**src/rtl/rv64ie_pkg.sv**
```systemverilog
// ----------------------------------------------------------------------------
// RV64I execute unit package
// Opcodes, status codes and the item types shared by the front and back parts.
// ----------------------------------------------------------------------------
package rv64ie_pkg;

    localparam logic [6:0] OP_REG    = 7'b0110011;
    localparam logic [6:0] OP_IMM    = 7'b0010011;
    localparam logic [6:0] OP_LOAD   = 7'b0000011;
    localparam logic [6:0] OP_STORE  = 7'b0100011;
    localparam logic [6:0] OP_BRANCH = 7'b1100011;
    localparam logic [6:0] OP_LUI    = 7'b0110111;
    localparam logic [6:0] OP_AUIPC  = 7'b0010111;
    localparam logic [6:0] OP_JAL    = 7'b1101111;
    localparam logic [6:0] OP_JALR   = 7'b1100111;
    localparam logic [6:0] OP_SYSTEM = 7'b1110011;

    localparam logic [6:0]  FUNCT7_ALT  = 7'b0100000;
    localparam logic [31:0] WORD_ECALL  = 32'h0000_0073;
    localparam logic [31:0] WORD_EBREAK = 32'h0010_0073;

    localparam logic [1:0] ST_NORMAL  = 2'd0;
    localparam logic [1:0] ST_ECALL   = 2'd1;
    localparam logic [1:0] ST_EBREAK  = 2'd2;
    localparam logic [1:0] ST_IGNORED = 2'd3;

    // Decoded item held in the queue between front and back.
    typedef struct packed {
        logic [6:0]  opcode;
        logic [2:0]  funct3;
        logic [4:0]  rd;
        logic [4:0]  rs1;
        logic [4:0]  rs2;
        logic [31:0] imm;
        logic        alt;
        logic        is_ecall;
        logic        is_ebreak;
    } dec_t;

    // Result item.
    typedef struct packed {
        logic [31:0] inst_pc;
        logic [31:0] next_pc;
        logic        reg_write;
        logic [4:0]  dest_reg;
        logic [63:0] dest_value;
        logic        mem_write;
        logic [31:0] mem_addr;
        logic [1:0]  status;
    } res_t;

endpackage

```
**src/rtl/rv64ie_decode.sv**
```systemverilog
// ----------------------------------------------------------------------------
// RV64I execute unit front decoder
// Splits an instruction word into fields and builds its immediate.
// ----------------------------------------------------------------------------
module rv64ie_decode (
    input  logic [31:0]        instr_word,
    output rv64ie_pkg::dec_t   dec
);

    logic [31:0] w;

    assign w = instr_word;

    always_comb
    begin
        dec.opcode    = w[6:0];
        dec.funct3    = w[14:12];
        dec.rd        = w[11:7];
        dec.rs1       = w[19:15];
        dec.rs2       = w[24:20];
        dec.is_ecall  = (w == rv64ie_pkg::WORD_ECALL);
        dec.is_ebreak = (w == rv64ie_pkg::WORD_EBREAK);
        dec.alt       = 1'b0;
        dec.imm       = '0;
        unique case (w[6:0])
            rv64ie_pkg::OP_REG:
            begin
                dec.alt = (w[31:25] == rv64ie_pkg::FUNCT7_ALT);
            end
            rv64ie_pkg::OP_IMM:
            begin
                // Bit 10 of the immediate picks the arithmetic right shift.
                dec.alt = w[30];
                dec.imm = {{20{w[31]}}, w[31:20]};
            end
            rv64ie_pkg::OP_LOAD, rv64ie_pkg::OP_JALR:
            begin
                dec.imm = {{20{w[31]}}, w[31:20]};
            end
            rv64ie_pkg::OP_STORE:
            begin
                dec.imm = {{20{w[31]}}, w[31:25], w[11:7]};
            end
            rv64ie_pkg::OP_BRANCH:
            begin
                dec.imm = {{19{w[31]}}, w[31], w[7], w[30:25], w[11:8], 1'b0};
            end
            rv64ie_pkg::OP_LUI, rv64ie_pkg::OP_AUIPC:
            begin
                dec.imm = {w[31:12], 12'b0};
            end
            rv64ie_pkg::OP_JAL:
            begin
                dec.imm = {{11{w[31]}}, w[31], w[19:12], w[20], w[30:21], 1'b0};
            end
            default:
            begin
                dec.imm = '0;
            end
        endcase
    end

endmodule

```
**config.mk**
```make
export PLATFORM = sky130hd
export DESIGN_NAME = rv64ie_decode
export DESIGN_NICKNAME = d
export VERILOG_FILES = /design/src/rtl/rv64ie_pkg.sv /design/src/rtl/rv64ie_decode.sv
export SDC_FILE = /design/constraint.sdc
export NUM_CORES = 1
export LEC_CHECK = 0
export ABC_AREA = 1
export BUFFER_PORTS_ARGS = -buffer_cell sky130_fd_sc_hd__buf_2
export CAP_MARGIN = 10
export CORE_MARGIN = 2
export CORE_UTILIZATION = 38
export DETAILED_ROUTE_END_ITERATION = 12
export GPL_TIMING_DRIVEN = 0
export PLACE_DENSITY = 0.8
export SYNTH_ARGS = -nofsm -noshare
export SYNTH_HDL_FRONTEND = slang
export SYNTH_SLANG_ARGS = --single-unit
```
**constraint.sdc**
```tcl
create_clock -name vclk -period 1.2
set_input_delay 0.24 -clock vclk [all_inputs]
set_output_delay 0.24 -clock vclk [all_outputs]
set_load 0.02 [all_outputs]
```
==> results.py, run 1 <==
metrics = {
    "status": {
        "outcome": "did not finish",
        "stop_stage": "4_1_cts",
        "stop_error": "[ERROR DPL-0033] detailed placement checks failed during check placement.",
    },
    "yosys": {
        "synth_mux_area_frac": 0,
        "synth_area_um2": 1200,
        "ys_seq_area_frac": 0,
        "synth-compound-area-share": 0.0125,
        "synth_top_family_by_area": "simple AND/OR/NAND/NOR gates",
        "yosys.area_share.xor_xnor": 0,
        "synth_nets": 251,
        "syn_area_per_cell_um2": 5.47,
        "ys_warn_count": 0,
        "synth-adder-area-share": 0,
        "synth-simple-area-share": 0.706,
        "yosysUniqueCellTypes": 22,
        "synth_cells": 219,
    },
    "floorplan": {
        "rows": 20,
        "initial_core_util": 0.395,
        "die_y_um": 60.1,
        "num_io_pins": 92,
        "dieWidth_um": 60.1,
    },
    "place": {
        "portBuffers": 92,
        "gp_congestion": 0.843,
        "dp.cells": 355,
        "dpl.hpwl_um": 3190,
    },
    "clock_network": {
        "post_cts_buffers": 16,
        "ctsResizeCount": 171,
        "cts_hold_buffers": 0,
    },
}
-- cells by family after synthesis --
family                 count (synthesis)
AO/OA/AOI/OAI                          3
buffers and inverters                 51
AND/OR/NAND/NOR                      165
-- Yosys cell counts --
cell type	instances	area share
nand3_1	38	0.16
nor2_8	3	0.050
nor2_4	2	0.019
and2_0	1	0.0052
nor2_1	25	0.078
o21ai_0	2	0.0084
buf_4	26	0.16
nor3b_1	1	0.0063
nand2_4	2	0.019
nor2_2	20	0.10
inv_1	15	0.047
nor3_1	3	0.013
inv_2	1	0.0031
nand3_4	1	0.015
nand2_2	6	0.031
buf_12	2	0.033
buf_6	1	0.0094
nand2_1	61	0.19
or2_2	1	0.0052
nand4_2	1	0.010
buf_2	6	0.025
a21oi_1	1	0.0042
-- per-stage QoR --
step           hold WS, ns  cell area, um2  setup TNS (ns)  setup WS, ns
3_5_place_dp         0.815            2050          -14.30        -0.475
3_3_place_gp         0.814            2050          -14.11        -0.462
2_1_floorplan        0.593            1530           -1.30        -0.101
==> run 2, diff against run 1 <==
CORE_AREA = 2 2 63 65   (was unset)
CORE_MARGIN = unset   (was 2)
CORE_UTILIZATION = unset   (was 38)
DIE_AREA = 0 0 65 67   (was unset)
PLACE_DENSITY = unset   (was 0.8)
PLACE_DENSITY_LB_ADDON = 0.15   (was unset)
clock period = 1.6 ns   (was 1.2 ns; I/O delays follow)
==> run 2 against run 1 <==
Effect of this change: the flow now finishes, with violations (negative setup slack); synthesized area stayed put; synthesized cell count stayed put.
==> results.py, run 2 <==
metrics = {
    "place": {
        "dpl_cell_area_um2": 1720,
        "dpl.hpwl_um": 3110,
        "dp.cells": 359,
        "portBuffers": 92,
        "gp_congestion": 0.821,
    },
    "final_layout": {
        "fin_cells": 374,
        "drive_gt1_frac": 0.653,
        "final_common_cell": "buf_2",
        "fillers": 328,
        "mostFrequentLayoutCells": "buf_2 (55), nand2_1 (41), buf_4 (41)",
        "seq_area_um2": 0,
        "final_area_um2": 2370,
        "final_nets": 360,
        "seq_cells": 0,
        "fin_util": 0.657,
        "n_clock_buffer": 0,
        "num_antenna_cells": 0,
        "area_growth_pct": 97.9,
    },
    "global_routing": {
        "grt.overflow.total": 0,
        "grt_usage": 0.183,
        "grt_pass1_vias": 1504,
        "grt_pass1_wl_um": 6520,
        "antenna_found_initial": 0,
        "grt_max_degree": 11,
    },
    "sta": {
        "period_share": 1.04,
        "finalSetupViolCount": 20,
        "whs_ns": 0.961,
        "timing.final.hold_violations": 0,
        "max_clock_freq_mhz": 602,
        "slew_headroom": 0.827,
        "worst_pin_slew_ns": 0.258,
        "fin_ws_ns": -0.0618,
        "drv_slew": 0,
        "fin_crit_ns": 1.66,
        "rsz0062_at_grt": "true",
    },
    "power": {
        "power_density_nw_per_um2": 175,
        "leakagePower_nw": 1.43,
        "finalPower_w": 0.000414,
        "ir_drop_mv": 0.114,
    },
    "detailed_routing": {
        "drtPass1Iterations": 4,
        "vias": 1721,
        "drt_iter0_markers": 90,
        "drc": 0,
        "wirelength_um": 4360,
        "via_per_inst": 4.60,
        "ant_nets": 0,
        "wl_per_cell_um": 11.7,
    },
    "yosys": {
        "synth_nets": 251,
        "synth.most_common_cell": "nand2_1",
        "synth_cells": 219,
        "ys_seq_area_frac": 0,
        "synthTopCellsByCount": "nand2_1 (61), nand3_1 (38), buf_4 (26)",
        "synth.top_cell.area_share": 0.191,
        "yosysUniqueCellTypes": 22,
        "synth.area.top_cells": "nand2_1 (19%), buf_4 (16%), nand3_1 (16%)",
        "synth_area_um2": 1200,
        "syn_area_per_cell_um2": 5.47,
        "ys_warn_count": 0,
        "synth_top_cell_by_area": "nand2_1",
    },
    "floorplan": {
        "initial_core_util": 0.332,
        "die-area_um2": 4360,
        "rows": 22,
        "coreArea_um2": 3610,
        "dieWidth_um": 65,
        "num_io_pins": 92,
        "die_y_um": 67,
    },
    "worst_setup_path": {
        "worstPathRequired_ns": 1.28,
        "crit_path_end_kind": "primary output",
        "critPathLaunchType": "input port",
        "criticalPathCategory": "input port to primary output",
        "critPathMaxFanout": 5,
        "critPathArrivalTime_ns": 1.34,
    },
    "status": {
        "outcome": "finished with violations",
        "violations": "negative setup slack",
    },
    "clock_network": {
        "cts_hold_buffers": 0,
    },
    "min_path": {
        "hold_class": "input port to primary output",
        "hold_depth": 3,
        "min_from": "instr_word[4]",
        "hold-path-endpoint": "dec[57]",
    },
    "job": {
        "drv_cap": 0,
    },
}
run 2: cell counts after synthesis:
No cell type changed its count.
run 2: final cells by class:
type,instances,area (um2),area share
plain buffers,35,307,0.129
inverters,16,80.1,0.0338
multi-input cells,168,1040,0.439
well taps,48,60.1,0.0253
repair buffers,107,883,0.373
run 2: worst max path at each step:
stage	start	end	slack, ns	cells past startpoint
final	instr_word[3]	dec[30]	-0.06	11
after global routing	instr_word[3]	dec[22]	-0.10	11
after detailed placement	instr_word[6]	dec[13]	-0.14	9
after CTS	instr_word[3]	dec[16]	-0.03	10
after floorplan	instr_word[4]	dec[3]	0.1	5
after global placement	instr_word[6]	dec[13]	-0.15	9
run 2: routing by layer:
metal | track usage | part of all wire | vias to the layer above
met4 | 0.0160 | 0.0039 | 0
met2 | 0.335 | 0.49 | 66
met1 | 0.240 | 0.44 | 774
li1 | - | - | 879
met5 | 0 | 0 | -
met3 | 0.0169 | 0.061 | 2
run 2: kinds of logic after synthesis:
group | synth area share
AND/OR/NAND/NOR | 0.706
buffers and inverters | 0.281
AO/OA/AOI/OAI | 0.0125
run 2: critical path, cell delays in order:
cell       delay, ns
buf_8           0.11
inv_6           0.05
nand2_4         0.06
nor2_8          0.10
nand2_4         0.08
nor2_8          0.14
buf_12          0.13
clkbuf_16       0.16
nor2_4          0.04
nand2_2         0.05
buf_6           0.11
run 2: through the flow:
stage	worst slack (ns)	TNS (ns)
after global placement	-0.148	-3.61
after detailed placement	-0.140	-3.81
after floorplan	0.0965	0
after CTS	-0.0304	-0.302
final	-0.0618	-0.670
after global routing	-0.104	-2.00
run 2: report_power, final:
group          switching, W  internal [W]
Combinational      0.000228      0.000186
Sequential                0             0
Clock                     0             0
Total              0.000228      0.000186
run 2: repair_timing:
action | in CTS | in global routing
cloned | 2 | 2
pin swaps | 5 | 16
setup buffers | 10 | 1
resized for setup | 95 | 55
endpoints found under the setup margin | 33 | 35
Power figures use the tool's default switching activity.
