==> config.mk <==
export PLATFORM = sky130hd
export DESIGN_NAME = rv64ie_fifo
export DESIGN_NICKNAME = d
export VERILOG_FILES = /design/src/rtl/rv64ie_fifo.sv
export SDC_FILE = /design/constraint.sdc
export NUM_CORES = 1
export LEC_CHECK = 0
export BUFFER_PORTS_ARGS = -buffer_cell sky130_fd_sc_hd__buf_4
export CORE_ASPECT_RATIO = 1.1
export CORE_MARGIN = 4
export CORE_UTILIZATION = 40
export DETAILED_ROUTE_END_ITERATION = 8
export GPL_ROUTABILITY_DRIVEN = 0
export GPL_TIMING_DRIVEN = 0
export HOLD_SLACK_MARGIN = 0.02
export PLACE_DENSITY = 0.6
export REMOVE_ABC_BUFFERS = 1
export SLEW_MARGIN = 20
export SYNTH_ARGS = -nofsm -noshare
export SYNTH_HDL_FRONTEND = slang
export SYNTH_SLANG_ARGS = --single-unit
==> constraint.sdc <==
create_clock -name clk -period 1.8 [get_ports clk]
set_clock_uncertainty 0.15 [all_clocks]
set_input_delay 0.36 -clock clk [delete_from_list [all_inputs] [get_ports clk]]
set_output_delay 0.36 -clock clk [all_outputs]
set_load 0.02 [all_outputs]
==> src/rtl/rv64ie_fifo.sv <==
// ----------------------------------------------------------------------------
// RV64I execute unit queue
// Small first-in first-out queue of items; DEPTH must be a power of two.
// ----------------------------------------------------------------------------
module rv64ie_fifo #(
    parameter int WIDTH = 8,
    parameter int DEPTH = 2
) (
    input  logic             clk,
    input  logic             rst_n,
    input  logic             push,
    input  logic             pop,
    input  logic [WIDTH-1:0] wdata,
    output logic             full,
    output logic             empty,
    output logic [WIDTH-1:0] rdata
);

    localparam int PW = $clog2(DEPTH);

    logic [WIDTH-1:0] store_mem [DEPTH];
    logic [PW-1:0]    wr_ptr_reg;
    logic [PW-1:0]    rd_ptr_reg;
    logic [PW:0]      cnt_reg;
    logic             do_push;
    logic             do_pop;

    assign full    = (cnt_reg == (PW+1)'(DEPTH));
    assign empty   = (cnt_reg == '0);
    assign do_push = push && !full;
    assign do_pop  = pop && !empty;
    assign rdata   = store_mem[rd_ptr_reg];

    always_ff @(posedge clk)
    begin
        if (do_push)
        begin
            store_mem[wr_ptr_reg] <= wdata;
        end
    end

    always_ff @(posedge clk or negedge rst_n)
    begin
        if (!rst_n)
        begin
            wr_ptr_reg <= '0;
            rd_ptr_reg <= '0;
            cnt_reg    <= '0;
        end
        else
        begin
            if (do_push)
            begin
                wr_ptr_reg <= wr_ptr_reg + 1'b1;
            end
            if (do_pop)
            begin
                rd_ptr_reg <= rd_ptr_reg + 1'b1;
            end
            if (do_push && !do_pop)
            begin
                cnt_reg <= cnt_reg + 1'b1;
            end
            else if (do_pop && !do_push)
            begin
                cnt_reg <= cnt_reg - 1'b1;
            end
        end
    end

endmodule

==> flow_metrics.env, run 1 <==
export IMPL_status="finished, violations left"
export IMPL_violations="setup timing"
export IMPL_grt_max_degree=12
export IMPL_ctsLongestPathBuffers=2
export IMPL_hold_violations=0
export IMPL_ir_drop_v=0.001030
export IMPL_tightest_slew_ns=0.4430
export IMPL_period_minus_slack_ns=1.809
export IMPL_clkLatencyLatePin_ns=0.29
export IMPL_area_growth_pct=40.48
export IMPL_synth_edff_count=16
export IMPL_reg2reg_depth=7
export IMPL_drt_wl_total_um=1241
export IMPL_port_buffers=21
export IMPL_hold_ws_ns=0.09662
export IMPL_ff2ff_setup_slack_ns=0.16
export IMPL_relSlewSlack=0.7044
export IMPL_largest_register_ffs=16
export IMPL_yosys_top_cells_area="edfxtp_1, dfrtp_1, mux2_1"
export IMPL_grt_pass1_wl_um=1876
export IMPL_async_reset_ff_frac=0.2000
export IMPL_path_clk_slew_ns=0.11
export IMPL_grt_pass1_vias=438
export IMPL_crit_slowest_cell="dfrtp_2"
export IMPL_synth_area_per_cell_um2=17.77
export IMPL_timing_rr_start="cnt_reg[0]"
export IMPL_cp_required_ns=1.29
export IMPL_path_max_fanout=4
export IMPL_drc_errors=0
export IMPL_r2r_end="cnt_reg[1]"
export IMPL_dp_hpwl_um=831.4
export IMPL_final_area_um2=1099
export IMPL_final_nets=87
export IMPL_dieHeight_um=54.38
export IMPL_ys_ff_latch=20
export IMPL_avgViaCountPerCell=4.300
export IMPL_synth_cell_types=15
export IMPL_synthCells=44
export IMPL_hold_end="store_mem[1][7]"
export IMPL_finalSetupViolations=4
export IMPL_cts_inserted_buffers=3
export IMPL_worstPathArrival_ns=1.30
export IMPL_cpMostUsedCell="buf_6"
export IMPL_grt_usage=0.09255
export IMPL_rows=16
export IMPL_gr_total_overflow=0
export IMPL_synth_ff_type="edfxtp_1"
export IMPL_min_from="wdata[7]"
export IMPL_grt_antenna_before_repair=0
export IMPL_synth_top_cell_area_share=0.6144
export IMPL_avgRoutedWirePerCell_um=12.41
export IMPL_maxCapViolCount=0
export IMPL_path_cells="buf_6 -> mux2_4 -> buf_6"
export IMPL_mappedNetlistArea_um2=782.0
export IMPL_max_stage_delay_ns=0.45
export IMPL_die_w_um=50.16
export IMPL_cpLargestDelayFamily="flip-flops"
export IMPL_yosysMostFrequentCell="edfxtp_1"
export IMPL_io_pins=22
export IMPL_finalWorstSetupSlack_ns=-0.008665
export IMPL_vias=430
export IMPL_min_path_cells=1
export IMPL_power_density_nw_per_um2=1642
export IMPL_dp_cells=91
export IMPL_leakage_uw=0.0004662
export IMPL_cts_tree="yes"
export IMPL_synthTopCellsByCount="edfxtp_1, mux2_1, dfrtp_1"
export IMPL_rsz0062_at_grt="yes"
export IMPL_start_kind="register"
export IMPL_path_buf_inv=2
export IMPL_die_area_um2=2727
export IMPL_place_area_um2=968.4
export IMPL_drive_gt1_frac=0.5479
export IMPL_stdcell_count=100
export IMPL_core_area_um2=1822
export IMPL_start_util=0.4293
export IMPL_crit_type="register to output port"
export IMPL_fmax_mhz=552.9
export IMPL_firstDrtPassIters=3
export IMPL_synth_warnings=0
export IMPL_finalCritPeriodShare=1.005
export IMPL_slew_violations=0
export IMPL_worstSetupEndpointType="output port"
export IMPL_root_buffer="clkbuf_4"
export IMPL_cts_sinks=20
export IMPL_yosysSeqAreaShare=0.7424
export IMPL_diodes=0
export IMPL_hp_class="primary input to register"
export IMPL_h_tree_depth=1
export IMPL_first_iter_violations=4
export IMPL_ant_nets=0
export IMPL_fillers=140
export IMPL_synth_area_leader_cell="edfxtp_1"
-- per-layer routing --
metal / part of all wire / vias to the layer above / global-route usage / wire [µm]
li1: - / 216 / - / -
met5: 0 / - / 0 / 0
met2: 0.51 / 13 / 0.1674 / 633
met1: 0.45 / 201 / 0.1084 / 558
met3: 0.039 / 0 / 0.02452 / 49
met4: 0 / 0 / 0.02765 / 0
-- cells by family (layout without fill, tap and decap cells) --
| family | after synthesis | after routing | synth area share |
|---|---|---|---|
| AND/OR/NAND/NOR | 6 | 6 | 0.03841 |
| AO/OA/AOI/OAI | 1 | 1 | 0.006394 |
| buffers and inverters | 3 | 32 | 0.01600 |
| adder cells (fa/ha/maj) | 1 | 1 | 0.01600 |
| flip-flops | 20 | 20 | 0.7424 |
| XOR/XNOR | 5 | 5 | 0.06561 |
| multiplexers | 8 | 8 | 0.1152 |
-- layout by cell type (no fill, tap or decap) --
| master | netlist | layout |
|---|---|---|
| nor2_2 | 0 | 1 |
| xnor2_2 | 1 | 1 |
| edfxtp_1 | 16 | 16 |
| mux2_4 | 0 | 6 |
| dlygate4sd3_1 | 0 | 1 |
| nand2b_1 | 1 | 1 |
| buf_4 | 0 | 15 |
| nor2_1 | 3 | 2 |
| dfrtp_1 | 4 | 3 |
| xnor2_1 | 2 | 2 |
| clkbuf_1 | 0 | 1 |
| clkbuf_4 | 0 | 3 |
| nand2_2 | 1 | 1 |
| mux2_2 | 2 | 2 |
| and3_1 | 1 | 1 |
| ha_1 | 1 | 1 |
| buf_6 | 0 | 10 |
| inv_1 | 2 | 2 |
| dfrtp_2 | 0 | 1 |
| xor2_1 | 2 | 2 |
| o21ai_1 | 1 | 1 |
-- power breakdown --
part / switching, µW / total, µW / internal, µW
clock: 122 / 208 / 86.0
sequential: 81.5 / 731 / 650
combinational: 386 / 864 / 478
total: 590 / 1800 / 1210
-- per-stage QoR --
step / TNS (ns) / power, µW / setup slack [ns] / util
finish: -0.02478 / 1804 / -0.008665 / 0.6030
global route: -0.4376 / 1916 / -0.07187 / 0.6030
CTS: -0.04339 / 1608 / -0.01777 / 0.5563
detailed placement: 0 / 1380 / 0.02956 / 0.5316
global placement: 0 / 1373 / 0.02794 / 0.5316
floorplan: 0 / 1141 / 0.2579 / -
-- worst max path at each step --
stage / start / end / slack (ns) / cells after the start
4_1_cts: rd_ptr_reg / rdata[2] / -0.02 / 2
5_1_grt: rd_ptr_reg / rdata[7] / -0.07 / 3
3_5_place_dp: cnt_reg[0] / store_mem[0][0] / 0.03 / 3
6_report: rd_ptr_reg / rdata[3] / -0.009 / 3
3_3_place_gp: cnt_reg[0] / store_mem[0][4] / 0.03 / 3
2_1_floorplan: cnt_reg[0] / store_mem[0][0] / 0.26 / 3
-- final cells by class --
class	instances	area (µm²)	area share
flip-flops and latches	20	581.8	0.5296
inverters	2	7.507	0.006834
multi-input cells	21	214.0	0.1948
clock buffers	4	26.28	0.02392
well taps	27	33.78	0.03075
repair buffers	26	235.2	0.2141
-- what timing repair did --
action                     CTS  global route
setup endpoints to repair    8            16
setup buffers                1             3
resized for setup            1            20
hold endpoints to repair     4             0
hold buffers                 1             0
No activity file was read; power rests on OpenSTA's default activity.
==> run 2, diff against run 1 <==
--- a/config.mk
+++ b/config.mk
@@ -5,6 +5,7 @@
 export SDC_FILE = /design/constraint.sdc
 export NUM_CORES = 1
 export LEC_CHECK = 0
+export ABC_AREA = 1
 export BUFFER_PORTS_ARGS = -buffer_cell sky130_fd_sc_hd__buf_4
 export CORE_ASPECT_RATIO = 1.1
 export CORE_MARGIN = 4
==> flow_metrics.env, run 2 <==
export IMPL_status="finished, final reports clean"
export IMPL_synthCells=73
export IMPL_die_w_um=50.90
export IMPL_switching_share=0.3597
export IMPL_tightest_slew_ns=0.4400
export IMPL_clkLatencyLatePin_ns=0.29
export IMPL_start_kind="register"
export IMPL_place_ws_ns=0.06115
export IMPL_utilization=0.5944
export IMPL_power_share_sequential=0.385
export IMPL_firstDrtPassIters=4
export IMPL_fillers=174
export IMPL_crit_type="register to output port"
export IMPL_cts_inserted_buffers=3
export IMPL_synth_area_leader_cell="edfxtp_1"
export IMPL_grt_antenna_before_repair=0
export IMPL_ir_drop_v=0.0009872
export IMPL_grt_pass1_vias=586
export IMPL_worstPathArrival_ns=1.19
export IMPL_io_pins=22
export IMPL_root_buffer="clkbuf_4"
export IMPL_finalSetupViolations=0
export IMPL_port_buffers=21
export IMPL_layout_common_cells="nand2_1, buf_4, edfxtp_1, inv_1"
export IMPL_hp_class="primary input to register"
export IMPL_ys_ff_latch=20
export IMPL_yosysSeqAreaShare=0.7172
export IMPL_first_iter_violations=5
export IMPL_seq_area_um2=581.8
export IMPL_dp_hpwl_um=1021
export IMPL_power_density_nw_per_um2=1718
export IMPL_ctsLongestPathBuffers=2
export IMPL_combPwrFrac=0.427
export IMPL_synth_cell_types=14
export IMPL_vias=571
export IMPL_power_frac_clock=0.188
export IMPL_mappedNetlistArea_um2=809.5
export IMPL_area_growth_pct=35.24
export IMPL_largest_register_ffs=16
export IMPL_synth_area_per_cell_um2=11.09
export IMPL_dieHeight_um=55.18
export IMPL_grt_pass1_wl_um=2490
export IMPL_cp_required_ns=1.29
export IMPL_cts_tree="yes"
export IMPL_hold_violations=0
export IMPL_synth_ff_type="edfxtp_1"
export IMPL_p_sw_uw=676.5
export IMPL_final_setup_tns_ns=0
export IMPL_fmax_mhz=589.6
export IMPL_h_tree_depth=1
export IMPL_period_minus_slack_ns=1.696
export IMPL_grt_max_degree=13
export IMPL_start_util=0.4395
export IMPL_final_common_cell="nand2_1"
export IMPL_relSlewSlack=0.7064
export IMPL_final_nets=116
export IMPL_ant_nets=0
export IMPL_slew_violations=0
export IMPL_yosys_top_cells_area="edfxtp_1, nand2_1, dfrtp_1"
export IMPL_async_reset_ff_frac=0.2000
export IMPL_hold_ws_ns=0.08956
export IMPL_multi_input_area_um2=196.4
export IMPL_die_area_um2=2808
export IMPL_synthTopCellsByCount="nand2_1, edfxtp_1, inv_1"
export IMPL_rsz0062_at_grt="no"
export IMPL_grt_usage=0.1228
export IMPL_path_clk_slew_ns=0.11
export IMPL_synth_warnings=0
export IMPL_avgViaCountPerCell=4.426
export IMPL_core_area_um2=1842
export IMPL_drive_gt1_frac=0.3333
export IMPL_worstSetupEndpointType="output port"
export IMPL_maxCapViolCount=0
export IMPL_leakage_uw=0.0005118
export IMPL_cts_sinks=20
export IMPL_synth_edff_count=16
export IMPL_gr_total_overflow=0
export IMPL_avgRoutedWirePerCell_um=11.10
export IMPL_diodes=0
export IMPL_path_max_fanout=5
export IMPL_drt_wl_total_um=1432
export IMPL_finalWorstSetupSlack_ns=0.1038
export IMPL_finalCritPeriodShare=0.9423
export IMPL_synth_top_cell_area_share=0.5935
export IMPL_p_int_uw=1204
export IMPL_yosysMostFrequentCell="nand2_1"
export IMPL_drc_errors=0
export IMPL_rows=16
==> run 2: repair_timing <==
| item | 4_1_cts | 5_1_grt |
|---|---|---|
| gates resized for setup | 1 | 2 |
| hold buffers | 1 | 0 |
| endpoints found under the hold margin | 4 | 0 |
| buffers inserted | 0 | 4 |
| setup endpoints to repair | 8 | 16 |
==> run 2: critical path, stage by stage, from the launching register on <==
cell and delay [ns]:
dfrtp_2 0.47, buf_4 0.17, nand2_1 0.05, nand2_1 0.05, buf_4 0.15
==> run 2: logic make-up (layout without fill, tap and decap cells) <==
logic type,after synthesis,after routing,share of synthesized area
compound gates,2,2,0.01237
xor+xnor,1,1,0.01082
fa+ha+maj,1,1,0.01545
buf+inv,9,38,0.04327
flops,20,20,0.7172
simple gates,40,40,0.2009
==> run 2: power groups by stage <==
stage | combinational (µW) | sequential [µW] | clock (µW)
6_report | 803 | 724 | 354
5_1_grt | 892 | 737 | 386
4_1_cts | 721 | 741 | 363
3_5_place_dp | 720 | 747 | 0
3_3_place_gp | 706 | 745 | 0
2_1_floorplan | 449 | 719 | 0
==> run 2: path summary, 6_finish.rpt <==
| path | from | slack (ns) | cells past startpoint | endpoint |
|---|---|---|---|---|
| min in group asynchronous | rst_n | 0.23 | 2 | cnt_reg[1] |
| max in group asynchronous | rst_n | 1.16 | 2 | cnt_reg[0] |
| min reg2reg | wr_ptr_reg | 0.37 | 2 | wr_ptr_reg |
| max | rd_ptr_reg | 0.10 | 4 | rdata[6] |
| min | wdata[3] | 0.09 | 1 | store_mem[1][3] |
| max reg2reg | cnt_reg[1] | 0.24 | 5 | store_mem[0][2] |
==> run 2: final cells by class <==
class	instances	area share
multi-input combinational	44	0.1794
timing repair buffer	26	0.1806
tap	27	0.03086
clock inverter	1	0.02743
sequential	20	0.5314
clock buffer	3	0.02057
inverter	8	0.02971
==> run 2: routing by layer <==
layer	part of all wire	vias to the layer above	wire (µm)	global-route usage
li1	-	296	-	-
met1	0.40	252	576	0.1254
met2	0.53	23	755	0.2391
met3	0.070	0	100	0.02413
met4	0	0	0	0.06726
met5	0	-	0	0
==> run 2: per-stage QoR <==
step                      power [µW]  area [µm²]  std cells
after CTS                       1826        1060        125
after detailed placement        1467       996.0        120
after global placement          1451       996.0        120
final                           1881        1095        129
after floorplan                 1168       804.5         72
after global routing            2015        1095        129
